<file path="src/sv/base64_stream_encoder_unit_macros.svh">
// Assertion helpers used by the encoder unit to check itself.
`ifndef BASE64_STREAM_ENCODER_UNIT_MACROS_SVH
`define BASE64_STREAM_ENCODER_UNIT_MACROS_SVH

// Condition must hold in the same cycle as the trigger.
`define B64E_ASSERT_IMPLIES(label, clk, rst_n, ante, cons) \
    label: assert property (@(posedge clk) disable iff (!rst_n) (ante) |-> (cons)) \
        else $error("b64e: implication check failed");

// Condition must never be seen.
`define B64E_ASSERT_NEVER(label, clk, rst_n, cond) \
    label: assert property (@(posedge clk) disable iff (!rst_n) !(cond)) \
        else $error("b64e: forbidden condition seen");

`endif

</file>
<file path="src/sv/b64e_pkg.sv">
package b64e_pkg;

    localparam int FIFO_DEPTH = 2;

    localparam logic [6:0] CHAR_PAD   = 7'h3D;
    localparam logic [6:0] CHAR_PLUS  = 7'h2B;
    localparam logic [6:0] CHAR_SLASH = 7'h2F;
    localparam logic [6:0] CHAR_UP_A  = 7'h41;
    localparam logic [6:0] CHAR_UP_Z  = 7'h5A;
    localparam logic [6:0] CHAR_LO_A  = 7'h61;
    localparam logic [6:0] CHAR_LO_Z  = 7'h7A;
    localparam logic [6:0] CHAR_ZERO  = 7'h30;
    localparam logic [6:0] CHAR_NINE  = 7'h39;

    // One three-byte group ready for encoding.
    typedef struct packed {
        logic [23:0] bytes;  // first byte in bits 23:16, unused bytes zero
        logic [1:0]  have;   // number of real bytes, 1..3
        logic        fin;    // group closes the message
    } t_group;

    // Queue status seen by the input handshake, the back end and the checks.
    typedef struct packed {
        logic full;
        logic empty;
    } t_fifo_stat;

    function automatic logic [6:0] sextet_char(input logic [5:0] v);
        logic [6:0] w;
        logic [6:0] r;
        w = {1'b0, v};
        if (v < 6'd26) begin
            r = CHAR_UP_A + w;
        end else if (v < 6'd52) begin
            r = CHAR_LO_A + w - 7'd26;
        end else if (v < 6'd62) begin
            r = CHAR_ZERO + w - 7'd52;
        end else if (v == 6'd62) begin
            r = CHAR_PLUS;
        end else begin
            r = CHAR_SLASH;
        end
        return r;
    endfunction

    function automatic logic is_code_char(input logic [6:0] c);
        return ((c >= CHAR_UP_A) && (c <= CHAR_UP_Z)) ||
               ((c >= CHAR_LO_A) && (c <= CHAR_LO_Z)) ||
               ((c >= CHAR_ZERO) && (c <= CHAR_NINE)) ||
               (c == CHAR_PLUS) || (c == CHAR_SLASH) || (c == CHAR_PAD);
    endfunction

endpackage

</file>
<file path="src/sv/b64e_front.sv">
module b64e_front (
    input  logic              i_clk,
    input  logic              i_rst_n,
    input  logic              i_accept,
    input  logic [7:0]        i_byte,
    input  logic              i_final,
    output logic              o_push,
    output b64e_pkg::t_group  o_group
);

    logic [15:0] r_held;
    logic [1:0]  r_cnt;
    logic [15:0] n_held;
    logic [1:0]  n_cnt;
    logic [1:0]  cnt;

    // A count of three never occurs; treat it as empty.
    assign cnt = (r_cnt == 2'd3) ? 2'd0 : r_cnt;

    always_comb begin
        unique case (cnt)
            2'd1:    o_group.bytes = {r_held[15:8], i_byte, 8'h00};
            2'd2:    o_group.bytes = {r_held, i_byte};
            default: o_group.bytes = {i_byte, 16'h0000};
        endcase
        o_group.have = cnt + 2'd1;
        o_group.fin  = i_final;
    end

    assign o_push = i_accept && ((cnt == 2'd2) || i_final);

    always_comb begin
        n_held = r_held;
        n_cnt  = r_cnt;
        if (o_push) begin
            n_held = '0;
            n_cnt  = '0;
        end else if (i_accept) begin
            n_held = o_group.bytes[23:8];
            n_cnt  = cnt + 2'd1;
        end
    end

    always_ff @(posedge i_clk) begin
        if (!i_rst_n) begin
            r_held <= '0;
            r_cnt  <= '0;
        end else begin
            r_held <= n_held;
            r_cnt  <= n_cnt;
        end
    end

endmodule

</file>
<file path="src/sv/b64e_fifo.sv">
module b64e_fifo #(
    parameter int DEPTH = b64e_pkg::FIFO_DEPTH
) (
    input  logic                 i_clk,
    input  logic                 i_rst_n,
    input  logic                 i_push,
    input  b64e_pkg::t_group     i_group,
    input  logic                 i_pop,
    output b64e_pkg::t_group     o_group,
    output b64e_pkg::t_fifo_stat o_stat
);

    localparam int PTR_W = (DEPTH > 1) ? $clog2(DEPTH) : 1;
    localparam int CNT_W = $clog2(DEPTH + 1);

    b64e_pkg::t_group r_mem [DEPTH];
    logic [PTR_W-1:0] r_wr_ptr;
    logic [PTR_W-1:0] r_rd_ptr;
    logic [CNT_W-1:0] r_count;
    logic             do_push;
    logic             do_pop;

    assign o_stat.full  = (r_count == CNT_W'(DEPTH));
    assign o_stat.empty = (r_count == '0);
    assign do_push      = i_push && !o_stat.full;
    assign do_pop       = i_pop && !o_stat.empty;
    assign o_group      = r_mem[r_rd_ptr];

    always_ff @(posedge i_clk) begin
        if (do_push) begin
            r_mem[r_wr_ptr] <= i_group;
        end
    end

    always_ff @(posedge i_clk) begin
        if (!i_rst_n) begin
            r_wr_ptr <= '0;
            r_rd_ptr <= '0;
            r_count  <= '0;
        end else begin
            if (do_push) begin
                r_wr_ptr <= (r_wr_ptr == PTR_W'(DEPTH - 1)) ? '0 : r_wr_ptr + 1'b1;
            end
            if (do_pop) begin
                r_rd_ptr <= (r_rd_ptr == PTR_W'(DEPTH - 1)) ? '0 : r_rd_ptr + 1'b1;
            end
            if (do_push && !do_pop) begin
                r_count <= r_count + 1'b1;
            end else if (do_pop && !do_push) begin
                r_count <= r_count - 1'b1;
            end
        end
    end

endmodule

</file>
<file path="src/sv/b64e_back.sv">
module b64e_back (
    input  logic             i_clk,
    input  logic             i_rst_n,
    input  logic             i_avail,
    input  b64e_pkg::t_group i_group,
    output logic             o_pop,
    output logic             o_valid,
    input  logic             i_ready,
    output logic [6:0]       o_char,
    output logic             o_last
);

    b64e_pkg::t_group r_grp;
    logic             r_gvalid;
    logic [1:0]       r_idx;
    logic             r_ovalid;
    logic [6:0]       r_ochar;
    logic             r_olast;
    logic             out_free;
    logic [5:0]       sextet;
    logic             pad;
    logic [6:0]       cur_char;

    assign out_free = !r_ovalid || i_ready;
    assign o_pop    = i_avail && (!r_gvalid || (out_free && (r_idx == 2'd3)));

    always_comb begin
        unique case (r_idx)
            2'd0: begin
                sextet = r_grp.bytes[23:18];
                pad    = 1'b0;
            end
            2'd1: begin
                sextet = r_grp.bytes[17:12];
                pad    = 1'b0;
            end
            2'd2: begin
                sextet = r_grp.bytes[11:6];
                pad    = (r_grp.have < 2'd2);
            end
            2'd3: begin
                sextet = r_grp.bytes[5:0];
                pad    = (r_grp.have < 2'd3);
            end
        endcase
        cur_char = pad ? b64e_pkg::CHAR_PAD : b64e_pkg::sextet_char(sextet);
    end

    always_ff @(posedge i_clk) begin
        if (out_free) begin
            r_ochar <= cur_char;
            r_olast <= r_grp.fin && (r_idx == 2'd3);
        end
        if (o_pop) begin
            r_grp <= i_group;
        end
    end

    always_ff @(posedge i_clk) begin
        if (!i_rst_n) begin
            r_gvalid <= 1'b0;
            r_idx    <= '0;
            r_ovalid <= 1'b0;
        end else begin
            if (out_free) begin
                r_ovalid <= r_gvalid;
            end
            if (o_pop) begin
                r_gvalid <= 1'b1;
                r_idx    <= '0;
            end else if (out_free && r_gvalid) begin
                r_idx <= r_idx + 2'd1;
                if (r_idx == 2'd3) begin
                    r_gvalid <= 1'b0;
                end
            end
        end
    end

    assign o_valid = r_ovalid;
    assign o_char  = r_ochar;
    assign o_last  = r_olast;

endmodule

</file>
<file path="src/sv/base64_stream_encoder_unit.sv">
// Channel   Dir  Transfer carries
// --------  ---  ----------------------------------------------------
// s (in)    in   one raw byte; tlast marks the last byte of a message
// m (out)   out  one ASCII base64 character or '='; tlast on the last
//
// Flow: a byte is taken whenever the group queue has room; each closed group
// leaves as four characters, one per cycle while m is ready. The first character
// of a group passes through the group queue, the group register and the output
// register.
// Reset: synchronous, active low; clears the held bytes, queue and output stage.
// A stall on m backs up into the group queue and then holds s_tready low.
`include "base64_stream_encoder_unit_macros.svh"

module base64_stream_encoder_unit #(
    parameter int FIFO_DEPTH = b64e_pkg::FIFO_DEPTH
) (
    input  logic       i_clk,
    input  logic       i_rst_n,
    input  logic       i_s_tvalid,
    output logic       o_s_tready,
    input  logic [7:0] i_s_tdata,   // [7:0] data_byte
    input  logic       i_s_tlast,   // final_byte
    output logic       o_m_tvalid,
    input  logic       i_m_tready,
    output logic [7:0] o_m_tdata,   // [6:0] code_char, [7] zero
    output logic       o_m_tlast    // last_char
);

    logic                 s_accept;
    logic                 push;
    logic                 pop;
    b64e_pkg::t_group     front_group;
    b64e_pkg::t_group     head_group;
    b64e_pkg::t_fifo_stat fifo_stat;
    logic [6:0]           out_char;

    // Accept a byte only while the queue has room for a group, also when the
    // byte just goes into the hold register.
    assign o_s_tready = !fifo_stat.full;
    assign s_accept   = i_s_tvalid && o_s_tready;

    b64e_front u_front (
        .i_clk   (i_clk),
        .i_rst_n (i_rst_n),
        .i_accept(s_accept),
        .i_byte  (i_s_tdata),
        .i_final (i_s_tlast),
        .o_push  (push),
        .o_group (front_group)
    );

    b64e_fifo #(
        .DEPTH(FIFO_DEPTH)
    ) u_fifo (
        .i_clk   (i_clk),
        .i_rst_n (i_rst_n),
        .i_push  (push),
        .i_group (front_group),
        .i_pop   (pop),
        .o_group (head_group),
        .o_stat  (fifo_stat)
    );

    // Drain one group into four characters through the output register.
    b64e_back u_back (
        .i_clk   (i_clk),
        .i_rst_n (i_rst_n),
        .i_avail (!fifo_stat.empty),
        .i_group (head_group),
        .o_pop   (pop),
        .o_valid (o_m_tvalid),
        .i_ready (i_m_tready),
        .o_char  (out_char),
        .o_last  (o_m_tlast)
    );

    assign o_m_tdata = {1'b0, out_char};

    `B64E_ASSERT_NEVER(a_push_when_full, i_clk, i_rst_n, push && fifo_stat.full)
    `B64E_ASSERT_NEVER(a_pop_when_empty, i_clk, i_rst_n, pop && fifo_stat.empty)
    `B64E_ASSERT_NEVER(a_full_and_empty, i_clk, i_rst_n, fifo_stat.full && fifo_stat.empty)
    `B64E_ASSERT_IMPLIES(a_char_legal, i_clk, i_rst_n, o_m_tvalid, b64e_pkg::is_code_char(out_char))

endmodule

</file>
<file path="config.mk">
export PLATFORM = sky130hd
export DESIGN_NAME = base64_stream_encoder_unit
export DESIGN_NICKNAME = d
export VERILOG_FILES = /design/src/sv/b64e_pkg.sv /design/src/sv/b64e_front.sv /design/src/sv/b64e_fifo.sv /design/src/sv/b64e_back.sv /design/src/sv/base64_stream_encoder_unit.sv
export VERILOG_INCLUDE_DIRS = /design/src /design/src/sv
export SDC_FILE = /design/constraint.sdc
export NUM_CORES = 1
export LEC_CHECK = 0
export BUFFER_PORTS_ARGS = -buffer_cell sky130_fd_sc_hd__buf_2
export CAP_MARGIN = 20
export CORE_MARGIN = 4
export CORE_UTILIZATION = 40
export CTS_BUF_LIST = sky130_fd_sc_hd__clkbuf_16
export CTS_CLUSTER_SIZE = 20
export DETAILED_ROUTE_END_ITERATION = 10
export MAX_ROUTING_LAYER = met4
export SLEW_MARGIN = 20
export SYNTH_ARGS = -nofsm -noshare
export SYNTH_HDL_FRONTEND = slang
export SYNTH_SLANG_ARGS = --single-unit
</file>
<file path="constraint.sdc">
create_clock -name i_clk -period 3.01 [get_ports i_clk]
set_input_delay 0.602 -clock i_clk [delete_from_list [all_inputs] [get_ports i_clk]]
set_output_delay 0.602 -clock i_clk [all_outputs]
set_load 0.03 [all_outputs]
</file>
==> impl_metrics.ini, run 1 <==
[cells_and_area]
drive_above_1_share = 0.226
fin_nets = 427
n_antenna_cell = 0
post-route-util = 0.473
design_area_um2 = 5680
area_growth_pct = 15.5
layout_common_cells = edfxtp_1 (89), nand2_1 (44), mux2_2 (27)
final_common_cell = edfxtp_1
n_fill_cell = 1071

[cts]
cts-resized-gates = 0
clockBufferDepth = 2
cts-buffers-inserted = 17
htree_levels = 4
cts_sinks = 115
clkTransAtPathRegs_ps = 50
hold_buffers = 0
cts_tree = yes
clk-insertion-delay-late_ps = 400
postCtsSetupRepairBufs = 0
clock-root-buffer = clkbuf_16

[setup_path]
startpoint_type = flop
cp_slowest_stage_delay_ps = 590
worstPathRequired_ps = 3280
cp-end-kind = flop
critPathLaunch = u_back.r_idx[0]$_SDFFE_PP0P_
crit_arrival_ps = 3020
slowest_stage = mux2i_2
cp_top_family = adder cells
crit_fanout = 10
crit_chain = inv_1 > ha_1 > mux2i_2 > ha_1 > a21o_1 > o21ai_1 > a221oi_1 > or3_1
worstSetupPathType = flop to flop
critPathMostFrequentCell = ha_1
worst-path-buf-inv = 1
r2r-start = u_back.r_idx[0]$_SDFFE_PP0P_

[global_routing]
grt_pass1_wl_mm = 14.0
grt_usage = 0.132
grt_pass1_vias = 2818
grt_overflow = 0
antenna_found_initial = 0
grt_max_degree = 29

[floorplanning]
die_h_um = 119
die_w_um = 119
initial_core_util = 0.409
dieArea_um2 = 14100
coreArea_um2 = 12000
io_pins = 24
rows = 40

[synth]
yosys.area.top_type_share = 0.544
synth_mux_area_frac = 0.0817
synth_top_family_by_area = compound AO/OA/AOI/OAI gates
netlist.top_cell.by_area = edfxtp_1
synth_compound_area_frac = 0.110
synth.distinct_cells = 52
ys_seq_area_frac = 0.649
synth-edff-count = 89
synth-xor-area-share = 0.00891
yosys.area_share.adder = 0.0280
synth-seq-cells = 115
yosys_warnings = 0
syn_nets = 399
synth_area_leaders = edfxtp_1 (54%), dfxtp_1 (11%), mux2_2 (6.2%)
ys.flop_type = edfxtp_1
synthesis.area_um2 = 4920
syn_avg_cell_area_um2 = 13.1
syn_inst = 375
async_reset_ff_frac = 0
synth-simple-area-share = 0.0893

[sta]
slew_headroom = 0.460
worst_pin_slew_ps = 788
finalMaxSlewViolations = 0
fin_crit_sh = 0.912
rsz0062_at_grt = false
fin_ws_ps = 265
tns_ps = 0
period_needed_ps = 2740
setup_viol = 0
clock_skew_ps = 13.7
hold_viol_final = 0
clock.fmax_mhz = 364

[placed_design]
pre_cts_slack_ps = 327
placed_cell_area_um2 = 5170
io_buffer_count = 22
hpwl_mm = 5.75
place_congestion = 0.845

[worst_hold_path]
hold_start = i_s_tlast
hp-class = primary input to flop

[drt]
drt-vias-per-instance = 5.18
drt_iter0_drc = 169
first_pass_iters = 7
vias = 2914
ant_nets = 0
drc = 0
drt_wl_total_mm = 8.57
wl_per_cell_um = 15.2

[power_and_ir_drop]
power_mw = 5.69
peakVddDrop_uv = 422
p_leak_nw = 2.08
powerDensity_nw_per_um2 = 1000

[run_status]
status = complete, no violations

[job]
maxCapViolCount = 0
## area by class of cell
type                            count  area [um^2]  area share
Tap cell                          147          184      0.0324
Inverter                           19         71.3      0.0126
Sequential cell                   115         3190       0.562
Clock buffer                       18          450      0.0793
Clock inverter                     14         60.1      0.0106
Multi-Input combinational cell    222         1570       0.276
Timing Repair Buffer               28          155      0.0273
## state kept, by name, summed over array words and instances (netlist names), 2 cells and up
signal / flops
u_fifo.r_mem: 54
u_back.r_grp: 27
u_front.r_held: 16
u_back.o_char: 7
u_back.r_idx: 2
u_fifo.r_count: 2
u_front.r_cnt: 2
## metrics by stage
stage | std cells | hold WS [ps]
after detailed placement | 531 | 447
after global placement | 531 | 441
after floorplan | 375 | 436
final | 563 | 425
after global routing | 563 | 416
after CTS | 563 | 405
## final timing paths
check,to,slack [ps],cells after the start
max,u_back.o_char[5]$_SDFFCE_PP1P_,270,8
min,u_fifo.r_mem[0][0]$_DFFE_PP_,430,1
max reg2reg,u_back.o_char[5]$_SDFFCE_PP1P_,270,8
min reg2reg,u_front.r_held[9]$_SDFFE_PP0P_,450,2
## synthesized netlist by cell type (2+ instances only)
library cell  instances
inv_1                18
edfxtp_1             89
a222oi_1              6
and2_1               13
nand3_1               4
mux2i_2               3
mux2_2               27
a21oi_1              22
ha_1                 11
xnor2_1               3
a22oi_1               9
a211oi_1              4
dfxtp_1              26
a21oi_2               2
a21boi_0              2
clkbuf_1             14
o21ai_1               4
o21a_1                2
a31oi_1               2
o21ai_0               4
a22o_1                8
o31a_1                3
nand2b_1              2
or3_1                 3
xor2_1                2
nor2_1               19
buf_4                 2
nand4_1               2
nand2_1              44
mux2i_1               3
## logic make-up (layout without fill, tap and decap cells)
logic type | after synthesis | count (layout)
buffers and inverters | 38 | 79
AO/OA/AOI/OAI | 76 | 76
multiplexers | 35 | 35
XOR/XNOR | 5 | 5
other | 1 | 1
adder cells (fa/ha/maj) | 11 | 11
AND/OR/NAND/NOR | 94 | 94
flip-flops | 115 | 115
## layer usage
| metal | up-vias | part of all wire | track usage | wire length, um |
|---|---|---|---|---|
| li1 | 1445 | - | - | - |
| met1 | 1369 | 0.48 | 0.166 | 4150 |
| met2 | 85 | 0.46 | 0.191 | 3910 |
| met3 | 15 | 0.041 | 0.0465 | 351 |
| met4 | 0 | 0.019 | 0.0644 | 159 |
| met5 | - | 0 | - | 0 |
## power by group
| part | internal (mW) | switching, mW | total, mW |
|---|---|---|---|
| registers | 2.19 | 0.110 | 2.30 |
| clock network | 1.06 | 0.621 | 1.68 |
| logic | 0.652 | 1.06 | 1.71 |
| total | 3.90 | 1.79 | 5.69 |
Power figures use the tool's default switching activity.
==> inputs of run 2 (changes only) <==
--- a/config.mk
+++ b/config.mk
@@ -8,7 +8,6 @@
 export LEC_CHECK = 0
 export BUFFER_PORTS_ARGS = -buffer_cell sky130_fd_sc_hd__buf_2
 export CAP_MARGIN = 20
-export CORE_MARGIN = 4
 export CORE_UTILIZATION = 40
 export CTS_BUF_LIST = sky130_fd_sc_hd__clkbuf_16
 export CTS_CLUSTER_SIZE = 20
==> impl_metrics.ini, run 2 (synthesis gave the netlist of run 1 again) <==
[global_routing]
grt_max_degree = 29
grt_pass1_wl_mm = 14.0
antenna_found_initial = 0
grt_usage = 0.152
grt_overflow = 0
grt_pass1_vias = 2795

[cts]
cts-resized-gates = 0
postCtsSetupRepairBufs = 0
clock-root-buffer = clkbuf_16
htree_levels = 4
cts-buffers-inserted = 17
clkTransAtPathRegs_ps = 50
clockBufferDepth = 2
clk-insertion-delay-late_ps = 400
cts_sinks = 115
cts_tree = yes
hold_buffers = 0

[setup_path]
crit_fanout = 10
worstPathRequired_ps = 3270
critPathLaunch = u_back.r_idx[0]$_SDFFE_PP0P_
reg2reg_setup_slack_ps = 250
crit_arrival_ps = 3020
startpoint_type = flop
crit_chain = inv_1 > ha_1 > mux2i_2 > ha_1 > a21o_1 > a21oi_2 > or3_1 > a21oi_2
cp-end-kind = flop
cp_slowest_stage_delay_ps = 600
worstSetupPathType = flop to flop
r2r-start = u_back.r_idx[0]$_SDFFE_PP0P_
slowest_stage = mux2i_2

[cells_and_area]
n_antenna_cell = 0
multi_input_area_um2 = 1570
top_regs = u_fifo.r_mem: 54 flops, u_back.r_grp: 27 flops, u_front.r_held: 16 flops
fin_nets = 429
instances_no_fill = 565
post-route-util = 0.483
drive_above_1_share = 0.234
area_growth_pct = 18.1
layout_common_cells = edfxtp_1 (89), nand2_1 (44), mux2_2 (27)
largest_reg_flops = 54
n_fill_cell = 1053
regMostFlops = u_fifo.r_mem
final_common_cell = edfxtp_1
final-seq-area_um2 = 3190

[floorplanning]
coreArea_um2 = 12000
rows = 40
dieArea_um2 = 12700
initial_core_util = 0.409
die_h_um = 113
die_w_um = 113
io_pins = 24

[sta]
finalMaxSlewViolations = 0
fin_crit_sh = 0.917
clock_skew_ps = 8.64
rsz0062_at_grt = false
clock.fmax_mhz = 362
hold_viol_final = 0
worst_pin_slew_ps = 716
tns_ps = 0
setup_viol = 0
period_needed_ps = 2760
slew_headroom = 0.509

[run_status]
status = complete, no violations

[worst_hold_path]
hold_start = i_s_tlast
hp-class = primary input to flop

[drt]
drt_wl_total_mm = 8.62
wl_per_cell_um = 15.3
drt-vias-per-instance = 5.12
vias = 2892
ant_nets = 0
drt_iter0_drc = 133
drc = 0
first_pass_iters = 5

[placed_design]
hpwl_mm = 5.71
io_buffer_count = 22
place_congestion = 0.879
placed_cells = 533

[power_and_ir_drop]
powerDensity_nw_per_um2 = 1050
peakVddDrop_uv = 493
p_leak_nw = 2.11

[job]
maxCapViolCount = 0
## run 2: changes by cell type in the layout (fill, tap and decap cells not counted), sizes merged
cell	change
inv	-6
clkinv	+1
buf	+2
clkinvlp	+1
clkbuf	-1
bufinv	+5
## run 2: critical path: cells and delay by family, from the launching register on
kind,cells,cell delay [ps]
and+or+nand+nor,1,330
adders and majority gates,2,850
buffers and inverters,1,120
AOI/OAI and AO/OA,3,410
muxes,1,600
DFF,1,330
## run 2: layout make-up
cell class	count	area share
well taps	147	0.0317
multi-input cells	222	0.270
clock buffers	17	0.0733
flip-flops and latches	115	0.550
repair buffers	30	0.0293
clock inverters	15	0.0336
inverters	19	0.0123
## run 2: per-layer routing
metal	up-vias	wire length [um]	GRT usage
met5	-	0	-
met4	0	233	0.0877
met3	16	295	0.0498
met2	67	3990	0.225
met1	1367	4100	0.184
li1	1442	-	-
## run 2: path summary, 6_finish.rpt
path | to | depth (start not counted)
setup / recovery | u_back.o_char[1]$_SDFFCE_PP0P_ | 8
hold / removal | u_fifo.r_mem[1][0]$_DFFE_PP_ | 1
setup reg to reg | u_back.o_char[1]$_SDFFCE_PP0P_ | 8
hold reg to reg | u_front.r_held[13]$_SDFFE_PP0P_ | 2
## run 2: where the power goes
group	switching (mW)	total, mW	internal, mW
Clock	0.646	2.09	1.44
Sequential	0.116	2.31	2.19
Combinational	1.06	1.72	0.658
## run 2: through the flow
step                      setup WS [ps]  cell area [um^2]  hold WS (ps)  total power, mW
after global routing               35.1              5810           412             6.44
after CTS                           279              5810           405             6.17
final                               251              5810           431             6.12
after detailed placement            274              5190           448             4.05
after global placement              418              5190           441             4.02
after floorplan                     367              4920           436             3.64
